File: src/sv/dbit_pkg.sv
// shared types and constants for the interval-timing debouncer
// no dependencies; imported by debounce_with_interval_timing
package dbit_pkg;

  localparam int unsigned DATA_W = 32;
  localparam int unsigned ADDR_W = 3;
  localparam int unsigned STIME_W = 16;
  localparam int unsigned OUT_TIME_W = 32;

  // word index of the single configuration register
  localparam logic REG_STABLE_TIME = 1'b0;

  localparam logic [STIME_W-1:0] STABLE_TIME_RESET = 16'd20;

  // one result request as held in the output buffer
  typedef struct packed {
    logic                  changed;
    logic                  level;
    logic                  previous_level;
    logic [OUT_TIME_W-1:0] previous_duration;
    logic [OUT_TIME_W-1:0] current_duration;
  } res_t;

endpackage

File: src/sv/debounce_with_interval_timing.sv
// time-based switch debouncer with confirmed-level interval timing
// depends on dbit_pkg; checked by dbit_checker (bound in its own file)

// Each request carries a millisecond timestamp and a sampled pin level and
// yields exactly one result. The block takes one request per clock while
// in_stall is low and registers each result in the output buffer; the debounce
// state (raw level, confirmed level and their change times) is updated in the
// same cycle a request is taken, so the subtract-and-compare on the timestamp
// is what sets the rate. A two-entry output buffer (output register
// plus skid register) keeps the input side taking requests while one result
// waits; in_stall rises only when both entries are full. The first request
// after reset primes the block: the confirmed level becomes the opposite of
// the pin and its start time is backdated by stable_time. stable_time lives at
// byte address 0 of the APB-style port and is read back there; timestamps wrap
// modulo 2^TIME_BITS and durations are reported in the low 32 bits.
module debounce_with_interval_timing #(
  parameter int unsigned TIME_BITS = 32
) (
  input  logic                             clk,
  input  logic                             rst,
  // configuration port
  input  logic                             psel,
  input  logic                             penable,
  input  logic                             pwrite,
  input  logic [dbit_pkg::ADDR_W-1:0]      paddr,
  input  logic [dbit_pkg::DATA_W-1:0]      pwdata,
  output logic [dbit_pkg::DATA_W-1:0]      prdata,
  output logic                             pready,
  // request channel
  input  logic                             in_valid,
  output logic                             in_stall,
  input  logic [31:0]                      now_ms,
  input  logic                             pin_level,
  // result channel
  output logic                             out_valid,
  input  logic                             out_stall,
  output logic                             changed,
  output logic                             level,
  output logic                             previous_level,
  output logic [dbit_pkg::OUT_TIME_W-1:0]  previous_duration,
  output logic [dbit_pkg::OUT_TIME_W-1:0]  current_duration
);
  import dbit_pkg::*;

  // configuration
  logic [STIME_W-1:0]   stable_time;
  logic                 cfg_write;
  logic                 cfg_hit;

  // debounce state
  logic                 primed;
  logic                 raw_level;
  logic [TIME_BITS-1:0] raw_change_time;
  logic                 stable_level;
  logic                 prior_stable_level;
  logic [TIME_BITS-1:0] stable_change_time;
  logic [TIME_BITS-1:0] prior_duration;

  logic                 raw_level_next;
  logic [TIME_BITS-1:0] raw_change_time_next;
  logic                 stable_level_next;
  logic                 prior_stable_level_next;
  logic [TIME_BITS-1:0] stable_change_time_next;
  logic [TIME_BITS-1:0] prior_duration_next;

  // per-request evaluation
  logic [TIME_BITS-1:0] now_t;
  logic [TIME_BITS-1:0] held;
  logic [TIME_BITS-1:0] cur_dur;
  logic                 confirm;
  logic                 accept;
  logic                 take;
  res_t                 res;

  // output buffer: main register drives the ports, skid catches overflow
  res_t                 main_res;
  res_t                 skid_res;
  logic                 main_valid;
  logic                 skid_valid;

  // ---------------------------------------------------------------- config
  assign pready    = 1'b1;
  assign cfg_hit   = (paddr[2] == REG_STABLE_TIME);
  assign cfg_write = psel && penable && pwrite && pready && cfg_hit;

  // read back only the live register, zero elsewhere
  assign prdata = cfg_hit ? DATA_W'(stable_time) : '0;

  always_ff @(posedge clk) begin
    if (rst) begin
      stable_time <= STABLE_TIME_RESET;
    end else if (cfg_write) begin
      stable_time <= pwdata[STIME_W-1:0];
    end
  end

  // -------------------------------------------------------------- handshake
  assign in_stall = skid_valid;
  assign accept   = in_valid && !skid_valid;
  assign take     = main_valid && !out_stall;

  // ---------------------------------------------------------- evaluation
  // timestamp folded to the timer width, all differences wrap there
  assign now_t = TIME_BITS'(now_ms);
  assign held  = now_t - raw_change_time;

  // a raw level that has held long enough and differs from the confirmed one
  assign confirm = (held >= TIME_BITS'(stable_time)) && (raw_level != stable_level);

  always_comb begin
    raw_level_next          = raw_level;
    raw_change_time_next    = raw_change_time;
    stable_level_next       = stable_level;
    prior_stable_level_next = prior_stable_level;
    stable_change_time_next = stable_change_time;
    prior_duration_next     = prior_duration;
    cur_dur                 = '0;
    if (!primed) begin
      // priming: confirmed level starts opposite the pin, backdated
      raw_level_next          = pin_level;
      raw_change_time_next    = now_t;
      stable_level_next       = ~pin_level;
      prior_stable_level_next = pin_level;
      stable_change_time_next = now_t - TIME_BITS'(stable_time);
    end else begin
      if (confirm) begin
        prior_stable_level_next = stable_level;
        stable_level_next       = raw_level;
        prior_duration_next     = raw_change_time - stable_change_time;
        stable_change_time_next = raw_change_time;
      end
      cur_dur = now_t - stable_change_time_next;
      // sample the pin only after the evaluation above
      if (pin_level != raw_level) begin
        raw_level_next       = pin_level;
        raw_change_time_next = now_t;
      end
    end
  end

  always_comb begin
    res.changed           = primed && confirm;
    res.level             = stable_level_next;
    res.previous_level    = prior_stable_level_next;
    res.previous_duration = OUT_TIME_W'(prior_duration_next);
    res.current_duration  = OUT_TIME_W'(cur_dur);
  end

  always_ff @(posedge clk) begin
    if (rst) begin
      primed             <= 1'b0;
      raw_level          <= 1'b0;
      raw_change_time    <= '0;
      stable_level       <= 1'b0;
      prior_stable_level <= 1'b0;
      stable_change_time <= '0;
      prior_duration     <= '0;
    end else if (accept) begin
      primed             <= 1'b1;
      raw_level          <= raw_level_next;
      raw_change_time    <= raw_change_time_next;
      stable_level       <= stable_level_next;
      prior_stable_level <= prior_stable_level_next;
      stable_change_time <= stable_change_time_next;
      prior_duration     <= prior_duration_next;
    end
  end

  // --------------------------------------------------------- output buffer
  // valid bits: a result goes to main when main is free or draining,
  // otherwise to skid; skid refills main as soon as main is taken
  always_ff @(posedge clk) begin
    if (rst) begin
      main_valid <= 1'b0;
      skid_valid <= 1'b0;
    end else if (skid_valid) begin
      if (take) begin
        skid_valid <= 1'b0;
      end
    end else if (accept) begin
      if (main_valid && !take) begin
        skid_valid <= 1'b1;
      end else begin
        main_valid <= 1'b1;
      end
    end else if (take) begin
      main_valid <= 1'b0;
    end
  end

  // payload registers, no reset needed
  always_ff @(posedge clk) begin
    if (skid_valid) begin
      if (take) begin
        main_res <= skid_res;
      end
    end else if (accept) begin
      if (main_valid && !take) begin
        skid_res <= res;
      end else begin
        main_res <= res;
      end
    end
  end

  assign out_valid         = main_valid;
  assign changed           = main_res.changed;
  assign level             = main_res.level;
  assign previous_level    = main_res.previous_level;
  assign previous_duration = main_res.previous_duration;
  assign current_duration  = main_res.current_duration;

endmodule

File: config.mk
export PLATFORM = sky130hd
export DESIGN_NAME = debounce_with_interval_timing
export DESIGN_NICKNAME = d
export VERILOG_FILES = /design/src/sv/dbit_pkg.sv /design/src/sv/debounce_with_interval_timing.sv
export SDC_FILE = /design/constraint.sdc
export NUM_CORES = 1
export LEC_CHECK = 0
export ABC_AREA = 1
export BUFFER_PORTS_ARGS = -buffer_cell sky130_fd_sc_hd__buf_2
export CAP_MARGIN = 15
export CORE_MARGIN = 5
export CORE_UTILIZATION = 40
export CTS_CLUSTER_DIAMETER = 50
export DETAILED_ROUTE_END_ITERATION = 10
export PLACE_DENSITY_LB_ADDON = 0.05
export SYNTH_ARGS = -nofsm -noshare
export SYNTH_HDL_FRONTEND = slang
export SYNTH_SLANG_ARGS = --single-unit
File: constraint.sdc
create_clock -name clk -period 8.1 [get_ports clk]
set_clock_uncertainty 0.2 [all_clocks]
set_input_delay 1.62 -clock clk [delete_from_list [all_inputs] [get_ports clk]]
set_output_delay 1.62 -clock clk [all_outputs]
set_load 0.01 [all_outputs]
==> metrics, run 1 <==
crit path time final=7114 ps; TritonCTS clock tree=built; Synth cell types=50; grt ovf=0; setup TNS=0 ps; Initial Util=40.39%; status=finished, final reports clean; NumNets Final=2969; Clock Tree Buf Depth=3; cell count of the worst reg-to-reg path=41; vias per inst=5.036; # setup viols final=0; maxcap violations=0; Post-route DRC=0; Worst path depth=44; hold depth=2; final hold violation count=0; HPWL after detailed placement=46.76 mm; Ports=177; slowest CP cell=fa_1; IO Port Bufs=141; number of enable flip-flop cells after synthesis=134; CTS sink count=252; Worst setup EP type=register; Iter 0 DRT Violations=1164; clock transition at the registers of the reported paths=60 ps; antenna violations before repair=2; worst-path fanout max=10; drt first pass iters=6; Hold Buf Count CTS=0; CP Launch Type=input port; Die X=223.8 um; via count=17179; Core ar.=45280 um2; H-tree levels=2; Layout area overhead=14.24%; mapped cell area=18290 um2; RSZ-0062 raised after global routing=false; vias in the first global route=16192; ANT nets after route=0; die area=50100 um2; cell family contributing the most delay on the critical path=simple AND/OR/NAND/NOR gates; synthesis warning total=0; Post CTS Setup Buffer Count=0; Most Frequent Cell on Critical Path=nand2_1; Max Slew Vio Count=0; worst rel slew slack=25.01%; Cell Count, Final, Fillers Out=3411; critical path data arrival time=7220 ps; routed length per instance=17.42 um; Final GP Congestion=0.9612; Die Ht=223.8 um; post-layout total power=4.772 mW; CTS root buffer=clkbuf_16; worst path required time=8210 ps; row cnt=78; Hold Crit Class=register to register; fin util=46.14%; max frequency=140.6 MHz; Leakage=10.19 nW; post-CTS sizing=0; slowest stage delay, CP=420 ps; placed cell count=3338; layout cells sized above 1=12.22%; top cell type by total area after synthesis=edfxtp_1; CP Class=input port to register; TritonCTS Buffers=38; Crit path buffers/inverters=5; part of the cycle the worst path needs=87.83%; Post-Syn Instances=2658; syn_area_per_cell=6.881 um2; routed wire length=59.43 mm; later-pin clock latency in the skew report=570 ps; most frequent cell after synthesis=nand2_1; Synth area leaders=edfxtp_1 (22%), nand2_1 (16%), dfxtp_1 (13%); top-area cell type share of the netlist area=22.00%; Seq/Total Area, Yosys=34.92%; GRT Total Usage=23.29%; Tightest Pin Transition=1113 ps; first-pass GRT wire length=92.54 mm; top cells by count, synth=nand2_1 (762), inv_1 (386), a21oi_1 (217); #FFs+latches synth=252; Power Density=228.4 nW/um2; Async SR Flop Fraction=0%; commonest register cell after synthesis=edfxtp_1; VDD IR max=0.0001356 V; largest net degree at the start of global routing=91
==> worst paths after layout <==
check,start,to,slack (ps)
worst max-delay path,now_ms[0],current_duration[18]$_DFFE_PP_,990
worst min-delay path,stable_change_time[26]$_SDFFE_PP0P_,stable_change_time[26]$_SDFFE_PP0P_,260
worst max register to register,raw_change_time[9]$_SDFFE_PP0P_,current_duration[18]$_DFFE_PP_,1770
worst min register to register,stable_change_time[26]$_SDFFE_PP0P_,stable_change_time[26]$_SDFFE_PP0P_,260
==> worst min-delay path, cell delays in order, from the launching register on <==
cell,delay (ps)
dfxtp_1,300
nand2_1,60
a21oi_1,50
==> cell type report <==
| class | instances | area (um2) |
|---|---|---|
| Timing Repair Buffer | 163 | 870.8 |
| Clock buffer | 51 | 1060 |
| Sequential cell | 252 | 6389 |
| Fill cell | 4714 | 24390 |
| Clock inverter | 19 | 292.8 |
| Multi-Input combinational cell | 1914 | 9990 |
| Antenna cell | 3 | 7.507 |
| Tap cell | 600 | 750.7 |
| Inverter | 409 | 1535 |
==> cell usage in the layout (no fill, tap or decap), drive strengths merged, types with 4 or more instances in the layout <==
| cell | netlist | layout |
|---|---|---|
| bufinv | 0 | 4 |
| nor2 | 178 | 178 |
| and2 | 8 | 8 |
| nand3 | 182 | 182 |
| nor3 | 17 | 17 |
| a21oi | 220 | 220 |
| xor2 | 43 | 43 |
| xnor2 | 8 | 8 |
| nand4 | 30 | 30 |
| a211oi | 5 | 5 |
| edfxtp | 134 | 134 |
| o211ai | 19 | 19 |
| ha | 112 | 112 |
| a21o | 4 | 4 |
| or2 | 12 | 12 |
| dfxtp | 118 | 118 |
| nand2 | 796 | 796 |
| inv | 407 | 411 |
| nand3b | 7 | 7 |
| clkbuf | 65 | 51 |
| buf | 33 | 163 |
| o21ai | 218 | 218 |
| a31oi | 8 | 8 |
| o21a | 4 | 4 |
| clkinv | 2 | 11 |
| conb | 2 | 17 |
| o21bai | 7 | 7 |
| fa | 4 | 4 |
==> logic make-up (layout without fill, tap and decap cells) <==
| family | count (synthesis) | count (layout) | share of synthesized area (%) |
|---|---|---|---|
| multiplexers | 1 | 1 | 0.05473 |
| flip-flops | 252 | 252 | 34.92 |
| AND/OR/NAND/NOR | 1234 | 1234 | 29.05 |
| buffers and inverters | 507 | 642 | 10.99 |
| other | 2 | 20 | 0.04106 |
| AO/OA/AOI/OAI | 495 | 495 | 14.41 |
| adder cells (fa/ha/maj) | 116 | 116 | 8.100 |
| XOR/XNOR | 51 | 51 | 2.442 |
==> report_power, final <==
| group | leakage (nW) | switching (mW) | internal (mW) |
|---|---|---|---|
| sequential | 2.27 | 0.0497 | 1.48 |
| combinational | 7.27 | 1.04 | 0.488 |
| clock | 0.650 | 0.653 | 1.07 |
| total | 10.2 | 1.74 | 3.03 |
==> metrics by stage <==
stage / hold slack, ps / setup WS, ps / instance area (um2)
after global routing: 280.1 / 424.0 / 20890
after global placement: 252.4 / 450.7 / 19540
after floorplan: 245.3 / 1020 / 18350
final: 261.9 / 985.5 / 20900
after detailed placement: 255.3 / 383.2 / 19540
after CTS: 262.9 / 970.2 / 20890
==> flip-flops by register name, indices dropped and copies added (netlist names), 16 cells and up <==
name and count:
skid_res 67, raw_change_time 32, current_duration 32, stable_time 16
stable_change_time 32, previous_duration 32, prior_duration 32
==> metal layers <==
metal	up-vias	track usage [%]	routed length, um
met5	-	0	0
met1	7842	33.70	28630
li1	8845	-	-
met3	86	3.027	2827
met4	0	6.976	1761
met2	406	36.52	26210
Power figures use the tool's default switching activity.
==> run 2, diff against run 1 <==
--- a/config.mk
+++ b/config.mk
@@ -8,8 +8,10 @@
 export ABC_AREA = 1
 export BUFFER_PORTS_ARGS = -buffer_cell sky130_fd_sc_hd__buf_2
 export CAP_MARGIN = 15
+export CELL_PAD_IN_SITES_DETAIL_PLACEMENT = 1
+export CELL_PAD_IN_SITES_GLOBAL_PLACEMENT = 2
 export CORE_MARGIN = 5
-export CORE_UTILIZATION = 40
+export CORE_UTILIZATION = 34
 export CTS_CLUSTER_DIAMETER = 50
 export DETAILED_ROUTE_END_ITERATION = 10
 export PLACE_DENSITY_LB_ADDON = 0.05
==> metrics, run 2 (synthesis results as in run 1) <==
Fin Hold WS=265.6 ps; Hold Crit Class=register to register; routed length per instance=18.88 um; Layout area overhead=15.28%; ANT nets after route=0; RSZ-0062 raised after global routing=false; most frequent cells in the layout=nand2_1 (760), inv_1 (385), a21oi_1 (216); worst path required time=8210 ps; vias in the first global route=18241; H-tree levels=2; Leakage=10.24 nW; die area=58530 um2; worst-path fanout max=12; Worst setup EP type=register; HPWL after detailed placement=51.85 mm; row cnt=85; commonest non-fill, non-tap cell in the layout=nand2_1; Hold Buf Count CTS=0; # setup viols final=0; slowest CP cell=fa_1; largest net degree at the start of global routing=91; grt ovf=0; first-pass GRT wire length=102.9 mm; worst rel slew slack=34.07%; Iter 0 DRT Violations=873; Top reg by flops=skid_res; critical path data arrival time=7280 ps; Post-route DRC=0; CTS sink count=252; GRT Total Usage=21.92%; VDD IR max=0.0001321 V; routed wire length=66.30 mm; via count=17693; Max Slew Vio Count=0; Most Frequent Cell on Critical Path=nand2_1; Ports=177; CP Launch Type=input port; post-CTS sizing=0; crit path time final=7172 ps; layout cells sized above 1=12.40%; antenna violations before repair=0; part of the cycle the worst path needs=88.54%; TritonCTS clock tree=built; Clock Tree Buf Depth=3; Die Ht=241.9 um; TritonCTS Buffers=42; Core ar.=53600 um2; drt first pass iters=5; final hold violation count=0; post-place setup slack=317.9 ps; Post CTS Setup Buffer Count=0; Power Density=232.1 nW/um2; slowest stage delay, CP=420 ps; status=finished, final reports clean; Final GP Congestion=0.9052; Tightest Pin Transition=988.9 ps; final worst slack=928.4 ps; vias per inst=5.038; later-pin clock latency in the skew report=580 ps; Initial Util=34.12%; NumNets Final=2973; CTS root buffer=clkbuf_16; max frequency=139.4 MHz; Die X=241.9 um; # fillers=6857; max FFs per register=67; setup TNS=0 ps; CP Class=input port to register; IO Port Bufs=141; clock transition at the registers of the reported paths=50 ps; maxcap violations=0
-- run 2: changes by cell type in the layout (fill, tap and decap cells not counted), sizes merged --
cell    before  now
clkinv      11   18
diode        3    1
clkbuf      51   52
inv        411  410
-- run 2: power by group --
part           switching [mW]  internal [mW]
clock                   0.676           1.13
sequential             0.0462           1.48
combinational            1.08          0.488
total                    1.80           3.09
-- run 2: critical path, delay by kind of cell --
kind	cells	cell delay, ps
AND/OR/NAND/NOR	25	2450
adder cells (fa/ha/maj)	5	1480
AO/OA/AOI/OAI	6	1090
buffers and inverters	5	520
XOR/XNOR	1	90
-- run 2: routing by layer --
metal | up-vias | share of wire [%] | wire (um) | GRT usage, %
met5 | - | 0 | 0 | 0
met4 | 0 | 3.0 | 1979 | 6.445
met2 | 297 | 46 | 30350 | 36.30
met3 | 91 | 3.8 | 2519 | 3.486
met1 | 8462 | 47 | 31450 | 29.71
li1 | 8843 | - | - | -
-- run 2: stage by stage --
step,utilization [%],cell area [um2],power (mW),cells
after floorplan,-,18350,2.601,2673
after global placement,36.66,19650,3.083,3433
after detailed placement,36.66,19650,3.122,3433
after CTS,39.30,21060,4.958,3510
after global routing,39.33,21080,5.210,3511
final,39.34,21090,4.894,3512
-- run 2: layout make-up --
| class | instances | area (um2) | area share [%] |
|---|---|---|---|
| Antenna cell | 1 | 2.502 | 0.01187 |
| Clock buffer | 52 | 1130 | 5.358 |
| Clock inverter | 25 | 285.3 | 1.353 |
| Inverter | 409 | 1535 | 7.281 |
| Multi-Input combinational cell | 1914 | 9990 | 47.38 |
| Sequential cell | 252 | 6389 | 30.30 |
| Tap cell | 696 | 870.8 | 4.130 |
| Timing Repair Buffer | 163 | 883.3 | 4.189 |
-- run 2: final timing paths --
kind | startpoint | endpoint | slack, ps | cells after the start
setup reg to reg | raw_change_time[9]$_SDFFE_PP0P_ | current_duration[26]$_DFFE_PP_ | 1700 | 39
hold reg to reg | stable_change_time[3]$_SDFFE_PP0P_ | stable_change_time[3]$_SDFFE_PP0P_ | 270 | 2
setup / recovery | now_ms[0] | current_duration[26]$_DFFE_PP_ | 930 | 42
hold / removal | stable_change_time[3]$_SDFFE_PP0P_ | stable_change_time[3]$_SDFFE_PP0P_ | 270 | 2
==> run 3, diff against run 2 <==
--- a/config.mk
+++ b/config.mk
@@ -10,7 +10,7 @@
 export CAP_MARGIN = 15
 export CELL_PAD_IN_SITES_DETAIL_PLACEMENT = 1
 export CELL_PAD_IN_SITES_GLOBAL_PLACEMENT = 2
-export CORE_MARGIN = 5
+export CORE_MARGIN = 1
 export CORE_UTILIZATION = 34
 export CTS_CLUSTER_DIAMETER = 50
 export DETAILED_ROUTE_END_ITERATION = 10
==> metrics, run 3 (synthesis results as in run 1) <==
Core ar.=52870 um2; commonest non-fill, non-tap cell in the layout=nand2_1; TritonCTS Buffers=38; most frequent cells in the layout=nand2_1 (760), inv_1 (385), a21oi_1 (216); setup TNS=0 ps; critical path data arrival time=7570 ps; antenna violations before repair=0; Max Slew Vio Count=0; row cnt=84; RSZ-0062 raised after global routing=false; VDD IR max=0.0001465 V; Hold Buf Count CTS=0; Hold Crit Class=register to register; Crit path buffers/inverters=5; crit path time final=7362 ps; slowest stage delay, CP=400 ps; routed wire length=64.88 mm; post-CTS sizing=0; cell area after layout=20920 um2; vias per inst=5.057; Iter 0 DRT Violations=770; via count=17689; layout cells sized above 1=12.35%; largest net degree at the start of global routing=91; Die Ht=233.9 um; CP Class=input port to register; grt ovf=0; cell family contributing the most delay on the critical path=simple AND/OR/NAND/NOR gates; Ports=177; clock transition at the registers of the reported paths=60 ps; max frequency=135.8 MHz; later-pin clock latency in the skew report=570 ps; # setup viols final=0; drt first pass iters=6; CTS sink count=252; part of the cycle the worst path needs=90.89%; maxcap violations=0; Clock Tree Buf Depth=3; vias in the first global route=17874; Tightest Pin Transition=954.9 ps; max FFs per register=67; Top reg by flops=skid_res; routed length per instance=18.55 um; H-tree levels=2; Initial Util=34.60%; Post-route DRC=0; die area=54730 um2; Worst setup EP type=register; Post CTS Setup Buffer Count=0; NumNets Final=2971; status=finished, final reports clean; HPWL after detailed placement=51.55 mm; Final GP Congestion=0.8775; Die X=233.9 um; worst rel slew slack=36.34%; slowest CP cell=fa_1; GRT Total Usage=23.97%; IO Port Bufs=141; CTS root buffer=clkbuf_16; Layout area overhead=14.36%; worst-path fanout max=11; Placed Area=19650 um2; ANT nets after route=0; CP Launch Type=input port; Most Frequent Cell on Critical Path=nand2_1; worst path required time=8310 ps; first-pass GRT wire length=101.3 mm; final hold violation count=0; Leakage=10.15 nW; TritonCTS clock tree=built; Power Density=224.2 nW/um2
run 3: per-stage QoR:
step | power, mW | cells | utilization, % | hold slack [ps] | setup slack (ps)
2_1_floorplan | 2.601 | 2673 | - | 245.3 | 1020
3_3_place_gp | 3.077 | 3427 | 37.17 | 251.8 | 272.5
3_5_place_dp | 3.122 | 3427 | 37.17 | 256.5 | 179.4
4_1_cts | 4.751 | 3496 | 39.52 | 264.1 | 732.4
5_1_grt | 4.997 | 3497 | 39.56 | 283.4 | 195.8
6_report | 4.690 | 3498 | 39.57 | 262.9 | 737.7
run 3: worst register-to-register path, delay by kind of cell (launching register included):
| kind | cells | cell delay, ps |
|---|---|---|
| simple gates | 22 | 2470 |
| fa+ha+maj | 4 | 1290 |
| flops | 1 | 380 |
| buf+inv | 5 | 590 |
| compound gates | 7 | 1350 |
| xor+xnor | 1 | 180 |
run 3: area by class of cell:
| cell class | count | area (um2) |
|---|---|---|
| fill | 6737 | 31950 |
| timing repair buffer | 165 | 898.4 |
| sequential | 252 | 6389 |
| clock buffer | 44 | 1013 |
| inverter | 409 | 1535 |
| clock inverter | 25 | 227.7 |
| multi-input combinational | 1914 | 9990 |
| antenna | 1 | 2.502 |
| tap | 688 | 860.8 |
run 3: worst paths after layout:
| path | from | end | slack [ps] | depth (start not counted) |
|---|---|---|---|---|
| worst max-delay path | now_ms[8] | current_duration[10]$_DFFE_PP_ | 740 | 39 |
| worst max register to register | raw_change_time[9]$_SDFFE_PP0P_ | current_duration[10]$_DFFE_PP_ | 1470 | 39 |
| worst min register to register | stable_change_time[29]$_SDFFE_PP0P_ | stable_change_time[29]$_SDFFE_PP0P_ | 260 | 2 |
| worst min-delay path | stable_change_time[29]$_SDFFE_PP0P_ | stable_change_time[29]$_SDFFE_PP0P_ | 260 | 2 |
run 3: where the power goes:
group / switching (mW) / internal, mW
Sequential: 0.0471 / 1.48
Combinational: 1.07 / 0.491
Clock: 0.655 / 0.945
run 3: metal layers:
layer	vias to the layer above	share of wire [%]	routed length, um	global-route usage, %
li1	8849	-	-	-
met1	8537	48	31460	32.53
met2	234	47	30550	40.66
met3	69	2.5	1593	2.456
met4	0	2.0	1284	5.662
met5	-	0	0	0
